File: src/cota_pkg.sv
`timescale 1ns / 1ps
// ----------------------------------------------------------------------------
// cota_pkg: shared constants and types of the object table allocator
// field widths, status codes, function codes and the table entry layout
// ----------------------------------------------------------------------------
package cota_pkg;

   localparam int MAX_OBJECTS = 64;
   localparam int HEAP_BYTES  = 1048576;
   localparam int ID_W        = $clog2(MAX_OBJECTS);
   localparam int CNT_W       = $clog2(MAX_OBJECTS + 1);
   localparam int SIZE_W      = 21;
   localparam int OFF_W       = 20;

   localparam logic [2:0] ST_OK      = 3'd0;
   localparam logic [2:0] ST_SPACE   = 3'd1;
   localparam logic [2:0] ST_ENTRIES = 3'd2;
   localparam logic [2:0] ST_SIZE    = 3'd3;
   localparam logic [2:0] ST_ID      = 3'd4;

   localparam logic [1:0] FN_ADD    = 2'd0;
   localparam logic [1:0] FN_FREE   = 2'd1;
   localparam logic [1:0] FN_RESIZE = 2'd2;
   localparam logic [1:0] FN_READ   = 2'd3;

   localparam logic [1:0] REG_ALLOW = 2'd0;
   localparam logic [1:0] REG_PLIM  = 2'd1;
   localparam logic [1:0] REG_SLIM  = 2'd2;

   typedef struct packed {
      logic [SIZE_W-1:0] size;
      logic [OFF_W-1:0]  offset;
      logic              heap;
   } entry_type;

endpackage

File: src/compacting_object_table_allocator.sv
`timescale 1ns / 1ps
// ----------------------------------------------------------------------------
// compacting_object_table_allocator
// ordered object table over two bump heaps, held in one synchronous memory
// ----------------------------------------------------------------------------
// Usage: requests (func, object_id, byte_count) enter on req_valid/req_ready.
// Each request gives exactly one response on rsp_valid/rsp_ready with a
// status, the entry fields, the heap move a DMA has to perform and the new
// live count. Registers are written on csr_valid/csr_ready (index, data);
// write them only while no request is in flight: the block does not enforce it.
// One request is handled at a time. Add and bad-id cases go from the idle
// state straight to the response state; read and resize outcomes without a
// walk pass through the read and evaluate states first. Free and resize read
// the target entry and then walk every later entry through the single
// memory port, reading each entry and writing it back in turn, so their
// time grows with the number of live entries after the target.
// After reset the table is empty, the heaps are unused and the registers
// hold their reset values; no clearing pass runs, entries at or above the
// live count are never used. The response sits in an output register;
// while the receiver stalls no new request is taken.
// ----------------------------------------------------------------------------
module compacting_object_table_allocator (
   input  logic                            clock,
   input  logic                            reset,
   input  logic                            req_valid,
   output logic                            req_ready,
   input  logic [1:0]                      req_func,
   input  logic [cota_pkg::ID_W-1:0]       req_object_id,
   input  logic [cota_pkg::SIZE_W-1:0]     req_byte_count,
   output logic                            rsp_valid,
   input  logic                            rsp_ready,
   output logic [2:0]                      rsp_status,
   output logic [cota_pkg::ID_W-1:0]       rsp_assigned_id,
   output logic                            rsp_heap_select,
   output logic [cota_pkg::OFF_W-1:0]      rsp_entry_offset,
   output logic [cota_pkg::SIZE_W-1:0]     rsp_entry_bytes,
   output logic                            rsp_move_needed,
   output logic [cota_pkg::SIZE_W-1:0]     rsp_move_source,
   output logic [cota_pkg::SIZE_W-1:0]     rsp_move_dest,
   output logic [cota_pkg::SIZE_W-1:0]     rsp_move_length,
   output logic [cota_pkg::CNT_W-1:0]      rsp_live_count,
   input  logic                            csr_valid,
   output logic                            csr_ready,
   input  logic [1:0]                      csr_index,
   input  logic [cota_pkg::SIZE_W-1:0]     csr_data
);

   localparam int SW = cota_pkg::SIZE_W;
   localparam int OW = cota_pkg::OFF_W;
   localparam int IW = cota_pkg::ID_W;
   localparam int CW = cota_pkg::CNT_W;
   localparam logic [SW-1:0] HEAP_MAX = SW'(cota_pkg::HEAP_BYTES);

   typedef enum logic [2:0] {
      S_IDLE, S_RD, S_EVAL, S_WREAD, S_WPROC, S_RESP
   } state_type;

   state_type state_ff;
   cota_pkg::entry_type mem [cota_pkg::MAX_OBJECTS];
   cota_pkg::entry_type rdata_ff;

   logic              allow_ff;
   logic [SW-1:0]     plim_ff, slim_ff;
   logic [CW-1:0]     total_ff;
   logic [SW-1:0]     used0_ff, used1_ff;

   logic [1:0]        func_ff;
   logic [IW-1:0]     id_ff;
   logic [SW-1:0]     bytes_ff;
   logic              h_ff;
   logic [SW-1:0]     old_ff;     // size of the target entry
   logic [IW-1:0]     k_ff;       // walk index
   logic              found_ff;
   logic [OW-1:0]     off_ff;

   // memory port
   logic              we;
   logic [IW-1:0]     waddr, raddr;
   cota_pkg::entry_type wdata;
   logic              re;

   always_ff @(posedge clock) begin
      if (we) mem[waddr] <= wdata;
      if (re) rdata_ff <= mem[raddr];
   end

   // limits
   logic [SW-1:0] lim0, lim1, lim_h, used_h;
   assign lim0   = (plim_ff > HEAP_MAX) ? HEAP_MAX : plim_ff;
   assign lim1   = (slim_ff > HEAP_MAX) ? HEAP_MAX : slim_ff;
   assign lim_h  = h_ff ? lim1 : lim0;
   assign used_h = h_ff ? used1_ff : used0_ff;

   logic [SW:0] add0_sum, add1_sum, rs_sum;
   assign add0_sum = {1'b0, used0_ff} + {1'b0, req_byte_count};
   assign add1_sum = {1'b0, used1_ff} + {1'b0, req_byte_count};
   assign rs_sum   = {1'b0, used_h - old_ff} + {1'b0, bytes_ff};

   logic [SW-1:0] delta;
   assign delta = bytes_ff - old_ff;

   // add placement and request status
   logic       add_h, add_space, add_go;
   logic [2:0] add_status, req_status;
   assign add_h      = add0_sum > {1'b0, lim0};
   assign add_space  = add_h && !(allow_ff && !(add1_sum > {1'b0, lim1}));
   assign add_status = (req_byte_count == '0) ? cota_pkg::ST_SIZE :
                       add_space ? cota_pkg::ST_SPACE :
                       (total_ff >= CW'(cota_pkg::MAX_OBJECTS)) ? cota_pkg::ST_ENTRIES :
                       cota_pkg::ST_OK;
   assign req_status = (req_func == cota_pkg::FN_ADD) ? add_status :
                       ({1'b0, req_object_id} >= total_ff) ? cota_pkg::ST_ID :
                       cota_pkg::ST_OK;
   assign add_go     = (req_func == cota_pkg::FN_ADD) && (add_status == cota_pkg::ST_OK);

   assign req_ready = (state_ff == S_IDLE) && !rsp_valid;
   assign csr_ready = 1'b1;

   logic last_k;
   assign last_k = ({1'b0, k_ff} + 1'b1) >= {1'b0, total_ff};

   // true when the walk has no entry to visit
   function automatic logic last_walk_start(input logic [IW-1:0] id,
                                            input logic [CW-1:0] tot);
      logic [CW:0] nx;
      nx = {1'b0, CW'(id)} + 1'b1;
      last_walk_start = nx >= {1'b0, tot};
   endfunction

   always_comb begin
      re = 1'b0; raddr = id_ff; we = 1'b0; waddr = k_ff; wdata = rdata_ff;
      if (state_ff == S_IDLE && req_valid && req_ready) begin
         re = 1'b1; raddr = req_object_id;
      end
      if (state_ff == S_WREAD) begin
         re = 1'b1;
         raddr = (func_ff == cota_pkg::FN_FREE) ? IW'(k_ff + 1'b1) : k_ff;
      end
      if (state_ff == S_WPROC) begin
         we = 1'b1; wdata = rdata_ff;
         if (rdata_ff.heap == h_ff) begin
            if (func_ff == cota_pkg::FN_FREE) wdata.offset = rdata_ff.offset - old_ff[OW-1:0];
            else wdata.offset = rdata_ff.offset + delta[OW-1:0];
         end
      end
      if (state_ff == S_EVAL && func_ff == cota_pkg::FN_RESIZE && bytes_ff != old_ff
          && bytes_ff != '0 && !(rs_sum > {1'b0, lim_h})) begin
         we = 1'b1; waddr = id_ff; wdata = rdata_ff; wdata.size = bytes_ff;
      end
      if (state_ff == S_IDLE && req_valid && req_ready && add_go) begin
         we = 1'b1; waddr = total_ff[IW-1:0];
         wdata.size = req_byte_count;
         if (!add_h) begin
            wdata.heap = 1'b0; wdata.offset = used0_ff[OW-1:0];
         end else begin
            wdata.heap = 1'b1; wdata.offset = used1_ff[OW-1:0];
         end
      end
   end

   always_ff @(posedge clock) begin
      if (reset) begin
         state_ff <= S_IDLE; rsp_valid <= 1'b0;
         allow_ff <= 1'b0; plim_ff <= SW'(65536); slim_ff <= '0;
         total_ff <= '0; used0_ff <= '0; used1_ff <= '0;
         found_ff <= 1'b0;
      end else begin
         if (rsp_valid && rsp_ready) rsp_valid <= 1'b0;
         if (csr_valid) begin
            case (csr_index)
               cota_pkg::REG_ALLOW: allow_ff <= csr_data[0];
               cota_pkg::REG_PLIM:  plim_ff  <= csr_data;
               cota_pkg::REG_SLIM:  slim_ff  <= csr_data;
               default: ;
            endcase
         end
         case (state_ff)
            S_IDLE: begin
               if (req_valid && req_ready) begin
                  func_ff <= req_func; id_ff <= req_object_id; bytes_ff <= req_byte_count;
                  rsp_status <= req_status;
                  rsp_assigned_id <= (req_func == cota_pkg::FN_ADD) ?
                                     (add_go ? total_ff[IW-1:0] : '0) : req_object_id;
                  rsp_heap_select <= add_go && add_h;
                  rsp_entry_offset <= !add_go ? '0 :
                                      add_h ? used1_ff[OW-1:0] : used0_ff[OW-1:0];
                  rsp_entry_bytes <= add_go ? req_byte_count : '0;
                  rsp_move_needed <= 1'b0; rsp_move_source <= '0; rsp_move_dest <= '0;
                  rsp_move_length <= '0;
                  rsp_live_count <= add_go ? CW'(total_ff + 1'b1) : total_ff;
                  if (add_go) begin
                     total_ff <= total_ff + 1'b1;
                     if (add_h) used1_ff <= add1_sum[SW-1:0];
                     else used0_ff <= add0_sum[SW-1:0];
                  end
                  state_ff <= (req_func == cota_pkg::FN_ADD || req_status == cota_pkg::ST_ID)
                              ? S_RESP : S_RD;
               end
            end
            S_RD: begin
               h_ff <= rdata_ff.heap; old_ff <= rdata_ff.size; off_ff <= rdata_ff.offset;
               state_ff <= S_EVAL;
            end
            S_EVAL: begin
               found_ff <= 1'b0;
               case (func_ff)
                  cota_pkg::FN_READ: begin
                     rsp_heap_select <= rdata_ff.heap;
                     rsp_entry_offset <= rdata_ff.offset;
                     rsp_entry_bytes <= rdata_ff.size;
                     state_ff <= S_RESP;
                  end
                  cota_pkg::FN_FREE: begin
                     rsp_heap_select <= rdata_ff.heap;
                     rsp_entry_offset <= rdata_ff.offset;
                     if (rdata_ff.heap) used1_ff <= used1_ff - rdata_ff.size;
                     else used0_ff <= used0_ff - rdata_ff.size;
                     total_ff <= total_ff - 1'b1;
                     rsp_live_count <= total_ff - 1'b1;
                     k_ff <= id_ff;
                     state_ff <= last_walk_start(id_ff, total_ff) ? S_RESP : S_WREAD;
                  end
                  default: begin
                     if (bytes_ff == rdata_ff.size) begin
                        rsp_heap_select <= rdata_ff.heap;
                        rsp_entry_offset <= rdata_ff.offset;
                        rsp_entry_bytes <= rdata_ff.size;
                        state_ff <= S_RESP;
                     end else if (bytes_ff == '0) begin
                        rsp_status <= cota_pkg::ST_SIZE;
                        state_ff <= S_RESP;
                     end else if (rs_sum > {1'b0, lim_h}) begin
                        rsp_status <= cota_pkg::ST_SPACE;
                        state_ff <= S_RESP;
                     end else begin
                        rsp_heap_select <= rdata_ff.heap;
                        rsp_entry_offset <= rdata_ff.offset;
                        rsp_entry_bytes <= bytes_ff;
                        if (rdata_ff.heap) used1_ff <= rs_sum[SW-1:0];
                        else used0_ff <= rs_sum[SW-1:0];
                        k_ff <= IW'(id_ff + 1'b1);
                        state_ff <= last_walk_start(id_ff, total_ff) ? S_RESP : S_WREAD;
                     end
                  end
               endcase
            end
            S_WREAD: state_ff <= S_WPROC;
            S_WPROC: begin
               // first later entry in the same heap gives the move
               if (!found_ff && rdata_ff.heap == h_ff) begin
                  found_ff <= 1'b1;
                  rsp_move_source <= SW'(rdata_ff.offset);
                  if (func_ff == cota_pkg::FN_FREE) begin
                     rsp_move_dest <= SW'(off_ff);
                     rsp_move_length <= used_h - SW'(rdata_ff.offset) + old_ff;
                     rsp_move_needed <= (used_h + old_ff) != SW'(rdata_ff.offset);
                  end else begin
                     rsp_move_dest <= SW'(rdata_ff.offset) + delta;
                     rsp_move_length <= used_h - delta - SW'(rdata_ff.offset);
                     rsp_move_needed <= (used_h - delta) != SW'(rdata_ff.offset);
                  end
               end
               k_ff <= IW'(k_ff + 1'b1);
               if (func_ff == cota_pkg::FN_FREE) begin
                  // total already decremented: stop when k+1 reaches it
                  if (({1'b0, k_ff} + 1'b1) >= {1'b0, total_ff}) state_ff <= S_RESP;
                  else state_ff <= S_WREAD;
               end else if (last_k) state_ff <= S_RESP;
               else state_ff <= S_WREAD;
            end
            S_RESP: begin
               rsp_valid <= 1'b1;
               state_ff <= S_IDLE;
            end
            default: state_ff <= S_IDLE;
         endcase
      end
   end

   assert property (@(posedge clock) disable iff (reset)
      req_valid && req_ready |=> !req_ready)
      else $error("request taken while busy");
   assert property (@(posedge clock) disable iff (reset)
      total_ff <= CW'(cota_pkg::MAX_OBJECTS))
      else $error("live count past table depth");
   assert property (@(posedge clock) disable iff (reset)
      state_ff == S_WPROC |-> we)
      else $error("walk step without write back");
   assert property (@(posedge clock) disable iff (reset)
      rsp_valid && !rsp_ready |=> rsp_valid && $stable(rsp_status))
      else $error("response dropped under stall");

endmodule

File: config.mk
export PLATFORM = sky130hd
export DESIGN_NAME = compacting_object_table_allocator
export DESIGN_NICKNAME = d
export VERILOG_FILES = /design/src/cota_pkg.sv /design/src/compacting_object_table_allocator.sv
export SDC_FILE = /design/constraint.sdc
export NUM_CORES = 2
export LEC_CHECK = 0
export BUFFER_PORTS_ARGS = -buffer_cell sky130_fd_sc_hd__buf_2
export CAP_MARGIN = 20
export CELL_PAD_IN_SITES_DETAIL_PLACEMENT = 1
export CELL_PAD_IN_SITES_GLOBAL_PLACEMENT = 2
export CORE_UTILIZATION = 28
export CTS_CLUSTER_DIAMETER = 200
export DETAILED_ROUTE_END_ITERATION = 7
export PLACE_DENSITY = 0.61
export SYNTH_ARGS = -nofsm -noshare
export SYNTH_HDL_FRONTEND = slang
export SYNTH_SLANG_ARGS = --single-unit
File: constraint.sdc
create_clock -name clock -period 22.7 [get_ports clock]
set_clock_uncertainty 0.1 [all_clocks]
set_input_delay 1.135 -clock clock [delete_from_list [all_inputs] [get_ports clock]]
set_output_delay 1.135 -clock clock [all_outputs]
set_load 0.01 [all_outputs]
---- Yosys cells after proc, flatten, opt, wreduce, memory -nomap -nowiden ----
Memories as Yosys holds them, arrays and structs flattened. A register that Yosys moved wholly into a read port is not among the register bits.
Cells that the tools add are included.
W data, S select, Z words.
operators by class
  add/sub/neg operators ................... 21
  multipliers ............................. 0
  div/mod/pow operators ................... 0
  $lt $le $gt $ge ......................... 9
  equal/unequal tests ..................... 38
  shift-type cells ........................ 0
  muxes and demuxes ....................... 111
  bitwise logic cells ..................... 1
  reduce and logical (&&, ||, !) cells .... 48
operators by type and width
  kind                    number
  $mux W21                33
  $pmux W21 S2            9
  $mux W20                9
  $sub A21 B21 Y21        5
  $mux W42                2
  $add A21 B21 Y22        3
  $gt A22 B21 Y1          3
  $mux W6                 10
  $add A21 B21 Y21        2
  $gt A21 B21 Y1 const B  2
  $logic_not A21 Y1       2
  $mux W3                 14
  $ne A21 B20 Y1          2
  $sub A21 B20 Y21        2
  $pmux W20 S2            1
  $pmux W6 S2             2
  $add A20 B21 Y21        1
  $eq A21 B21 Y1          1
  $mux W7                 3
  $ne A21 B21 Y1          1
  $reduce_bool A21 Y1     1
  $add A20 B20 Y20        1
  $reduce_and A10 Y1      2
  $sub A20 B20 Y20        1
  other kinds (40)        116
storage, ports and cells
  register bits ........................... 296
  bits in latches ......................... 0
  bits in writable memories ............... 2688
  bits in read-only memories .............. 0
  input bits .............................. 57
  output and inout bits ................... 125
  logic and storage cells ................. 255
  memories ................................ 1
memories
  memory  words  width  read ports  clocked after Yosys merged registers in  write ports  line                                     text
  mem     64     42     1           1                                        1            compacting_object_table_allocator.sv:59  cota_pkg::entry_type mem [cota_pkg::MAX_OBJECTS];

---- Depth between registers and ports, before layout ----
  depth in word-level cells ............... 15
  mapped depth ............................ 38
  gate-level depth less buffers ........... 34

---- Worst setup path after synthesis ----
OpenSTA, ideal clock, no wires.
  path type ............................... flip-flop to flip-flop
  start ................................... register h_ff
  end ..................................... memory mem[0][33] in the netlist's numbering, data pin
  data arrival time ....................... 9263 ps
  required time ........................... 21898 ps
  slack ................................... 12635 ps
  cell stages (with the launch flop) ...... 35
  buffers on the path ..................... 5
  period minus slack after synthesis ...... 10065 ps
  path through ............................ edfxtp_1 -> clkbuf_1 -> buf_1 -> mux2i_1 -> inv_1 -> ha_1 -> and3b_1 -> o311ai_0 -> a21boi_0 -> o21a_1 -> o211ai_1 -> nand2_1 -> nand4_1 -> nand2_1 -> o21a_1 -> nor2_1 -> xnor2_1 -> ha_1 -> clkbuf_1 -> nand4_1 -> or2_2 -> o2111a_1 -> o31ai_1 -> xor2_1 -> ha_1 -> a21oi_1 -> a41oi_1 -> a21oi_1 -> nor4b_2 -> and3_1 -> nand2_1 -> buf_2 -> buf_2 -> mux2i_1 -> o21ai_0
RTL lines
  what                    line                                      text
  start, declared         compacting_object_table_allocator.sv:70   logic h_ff;
  start signal, assigned  compacting_object_table_allocator.sv:201  h_ff <= rdata_ff.heap; old_ff <= rdata_ff.size; off_ff <= rdata_ff.offset;
  end, declared           compacting_object_table_allocator.sv:59

---- Worst setup path after layout ----
  start ................................... register h_ff
  end ..................................... memory mem[15][34] in the netlist's numbering (enable)
between the ends
  cells in the longest elaborated chain, start to end .. 10
  elaborated cells between the ends (all ways) .. 13
  those cells by class .................... add/sub (2); order compare (1); mux (8); reduce/logical (2)
ends and longest elaborated chain
  what                           line                                      text
  $mux W21                       compacting_object_table_allocator.sv:92   assign used_h = h_ff ? used1_ff : used0_ff;
  $sub A21 B21 Y21               compacting_object_table_allocator.sv:97   assign rs_sum = {1'b0, used_h - old_ff} + {1'b0, bytes_ff};
  $add A21 B21 Y22               compacting_object_table_allocator.sv:97
  $gt A22 B21 Y1 *               compacting_object_table_allocator.sv:147  && bytes_ff != '0 && !(rs_sum > {1'b0, lim_h})) begin
  $logic_not A1 Y1 *             compacting_object_table_allocator.sv:147
  $logic_and A1 B1 Y1 *          compacting_object_table_allocator.sv:147
  $mux W1                        compacting_object_table_allocator.sv:146  if (state_ff == S_EVAL && func_ff == cota_pkg::FN_RESIZE && bytes_ff != old_ff
  $mux W1                        compacting_object_table_allocator.sv:150  if (state_ff == S_IDLE && req_valid && req_ready && add_go) begin
  $mux W1                        compacting_object_table_allocator.sv:83   if (we) mem[waddr] <= wdata;
  $mux W1 (implied by the code)  compacting_object_table_allocator.sv:83
Every way passes the cells marked *; elsewhere a longest branch is shown, timed or not.

==> impl_results.md <==
- Root buf cell: clkbuf_16
- Port Buffers: between 150 and 200
- R2r setup slk: around 11000 ps
- Sequential share of power: 0.334
- WHS Endpoint: func_ff[0]
- Slew margin rel.: 0.109
- Ys flop type: edfxtp_1
- Vias: between 70k and 80k
- CTS tree: yes
- Fillcell total: slightly below 50k
- Unrepaired setup endpoints after global routing: false
- Core area: around 480000 um^2
- Num CTS Buffers: between 300 and 400
- Syn nets: around 8.5k
- Net Sw Frac: 0.401
- Rows: around 250
- Largest net degree at the start of global routing: between 100 and 150
- Number of global-route vias before repair: 80.0k
- Final wirelength: 456000 um
- Largest family of logic cells by synthesized area: multiplexers
- CTS Buffer Depth: 4
- Pint: ~14 mW
- Overall routing resource usage: 0.184
- CP required: 23200 ps
- Final Critical Period: around 12000 ps
- Pwr dens: ~150 nW/um^2
- Vias per cell: between 5 and 6
- Area growth from synthesis to layout: 16.0%
- Distinct cell type count after synthesis: 96
- Cts-stage hold buffer count: 0
- Worst skew pair latency: between 900 and 1000 ps
- Final slew viol count: 0
- Initial Util: 0.282
- DRT Pass-1 Iters: 7
- Async S/R FF share, synth: 0
- Avg Inst Size Synth: around 17 um^2
- GP Congestion: 0.874
- Final setup viols: 0
- Mapped Area: around 140000 um^2
- Detail Route Antenna Nets: 0
- CTS clock-pin slew for the worst setup and hold paths: roughly 60 ps
- Max incr delay on CP: 770 ps
- Maximum VDD drop: around 0.12 mV
- Post-route insts no fill: approximately 15k
- GR Overflow Total: 0
- Final Hold Vio Count: 0
- Synth Area in XOR/XNOR: 0.0188
- Wire per inst: approximately 30 um
- Final Power: 23.1 mW
- Share of layout cells above drive strength 1: 0.203
- Worst r2r path cells: 29
- Die Wd: between 600 and 700 um
- Residual DRC count: 0
- Min-delay src: req_func[0]
- Hold WC Path Type: input pin to register
- Initial antenna violation count: 33
- WS Path Type: register to register
- Initial DRC Count: 7103
- Most frequent cells in the layout: 2928 x edfxtp_1, 715 x mux2i_1, 672 x mux4_2
- CP max-delay cell: buf_4
- Compound-Gate Fraction of Synth Area: 0.0510
- Fin Setup TNS: 0 ps
- Post-CTS resize count: 0
- Slew at the pin closest to its max-slew limit: 1300 ps
- Clock tree sinks: approximately 3.0k
- Yosys reg bits: between 3k and 4k
- Simple-gate share of the synthesized area: 0.0439
- Most common cell after layout, fill and taps aside: edfxtp_1
- First-pass GRT wire length: 636000 um
- Psw: 9.27 mW
- F_max: approximately 0.086 GHz
- Reg2reg start: h_ff
- Worst-path fanout max: a little under 60
- Die Y: ~700 um
- HPWL after DPL: approximately 300000 um
- CP startpoint kind: register
- Fin crit share: 0.510
- Hold path depth: 1
- Setup Buffers After CTS: 0
- Leak: 52.6 nW
- Synth Area in Adders: 0.0377
- Max-cap violations: 0
- Outcome: finished, final reports clean
- Top Ports: roughly 180
- R2r endpoint: mem[15][34]
- Inst Count DP: roughly 15k
- Gate Count Post-Synth: a little over 8k
- CP Capture Type: register
- Logic pwr share: 0.431
- Worst EP arrival: 12090 ps
- Crit path from: h_ff
- Full die area: around 490000 um^2
- EDFF count, synth: 2928
- Sequential area share after synthesis: 0.665
- # nets final: around 9k
- Clk pwr share: 0.235
- CP most frequent cell: ha_1
- H-tree Lvls: 5
- Post-synthesis mux area share: 0.165
- Warnings from Yosys: 0
## critical path: cells and delay by family, from the launching register on
kind,cells,cell delay (ps)
adder cells (fa/ha/maj),3,1100
AO/OA/AOI/OAI,12,3690
buffers and inverters,3,1470
multiplexers,1,460
XOR/XNOR,2,350
flip-flops,1,490
AND/OR/NAND/NOR,8,3460
## power groups by stage
| stage | combinational (mW) | clock [mW] | sequential (mW) |
|---|---|---|---|
| 3_5_place_dp | 10.1 | 0 | 7.83 |
| 6_report | 9.97 | 5.44 | 7.71 |
| 2_1_floorplan | 5.58 | 0 | 7.91 |
| 5_1_grt | 10.6 | 5.73 | 7.72 |
| 4_1_cts | 10.1 | 5.56 | 7.71 |
| 3_3_place_gp | 9.93 | 0 | 7.82 |
## stage by stage
| stage | cell area [um^2] | utilization | setup WS, ps | hold WS [ps] |
|---|---|---|---|---|
| 2_1_floorplan | 135000 | - | 12640 | 324 |
| 3_3_place_gp | 146000 | 0.304 | 11370 | 370 |
| 3_5_place_dp | 146000 | 0.304 | 11280 | 376 |
| 4_1_cts | 157000 | 0.327 | 11260 | 223 |
| 5_1_grt | 157000 | 0.327 | 10410 | 263 |
| 6_report | 157000 | 0.327 | 11110 | 291 |
## worst max path at each step
stage	to	slack, ps	cells past startpoint
finish	mem[15][34]	11110	29
detailed placement	mem[15][17]	11280	29
global placement	mem[15][17]	11370	29
global route	mem[15][34]	10410	29
floorplan	mem[0][33]	12640	34
CTS	mem[15][19]	11260	29
## kinds of logic after synthesis
group | Yosys count
AOI/OAI and AO/OA | 1087
xor gates and xnor gates | 289
and+or+nand+nor | 1277
buffers and inverters | 599
other | 2
adders and majority gates | 388
DFF | 3025
muxes | 1392
## routing by layer
| metal | vias up | global-route usage | share of wire |
|---|---|---|---|
| met5 | - | 0 | 0 |
| met4 | 0 | 0.0514 | 0.031 |
| met3 | 521 | 0.0246 | 0.052 |
| met2 | 2015 | 0.315 | 0.49 |
| met1 | 40900 | 0.245 | 0.43 |
| li1 | 32900 | - | - |
## synthesized netlist by cell type (all sizes together) (9+ instances only)
cell type / n / share of area
edfxtp: 2928 / 0.65
mux2i: 718 / 0.053
mux4: 672 / 0.11
nand2: 437 / 0.012
nor2: 380 / 0.011
ha: 356 / 0.033
a21oi: 347 / 0.013
o21ai: 237 / 0.0088
inv: 223 / 0.0062
xnor2: 202 / 0.013
buf: 200 / 0.0070
clkbuf: 171 / 0.0048
dfxtp: 97 / 0.014
xor2: 87 / 0.0057
a21o: 83 / 0.0046
nor3: 73 / 0.0028
nand3: 68 / 0.0025
a211oi: 63 / 0.0035
nor2b: 60 / 0.0028
a31oi: 51 / 0.0024
o31ai: 45 / 0.0025
nand2b: 42 / 0.0019
o21a: 42 / 0.0023
nor4: 41 / 0.0020
nand4: 34 / 0.0016
fa: 32 / 0.0047
and2: 31 / 0.0014
o211ai: 29 / 0.0016
o21bai: 26 / 0.0014
or3: 19 / 0.00092
and3: 18 / 0.00083
or2: 18 / 0.00083
nand3b: 16 / 0.00089
a211o: 15 / 0.00097
a21boi: 12 / 0.00067
o311ai: 12 / 0.00078
a2111oi: 11 / 0.00090
a221oi: 10 / 0.00065
a22oi: 9 / 0.00054
o31a: 9 / 0.00065
o41ai: 9 / 0.00058
## final cells by class
| cell class | instances | area (um^2) | share of cell area |
|---|---|---|---|
| clock buffer | 406 | 8800 | 0.0561 |
| sequential | 3025 | 89900 | 0.573 |
| multi-input combinational | 4435 | 44000 | 0.281 |
| clock inverter | 203 | 2030 | 0.0130 |
| timing repair buffer | 446 | 3120 | 0.0199 |
| tap | 6400 | 8010 | 0.0511 |
| inverter | 228 | 856 | 0.00546 |
| antenna | 13 | 32.5 | 0.000208 |
## sequential cells by signal (all words and copies together), names as in the netlist, 20 cells and up
name              flops
rsp_move_source      20
bytes_ff             21
slim_ff              21
used1_ff             21
rsp_move_dest        21
mem                2688
plim_ff              21
rdata_ff             42
rsp_entry_bytes      21
old_ff               21
rsp_entry_offset     20
used0_ff             21
rsp_move_length      21
off_ff               20
Note: power is estimated with default switching activity, not from simulation.
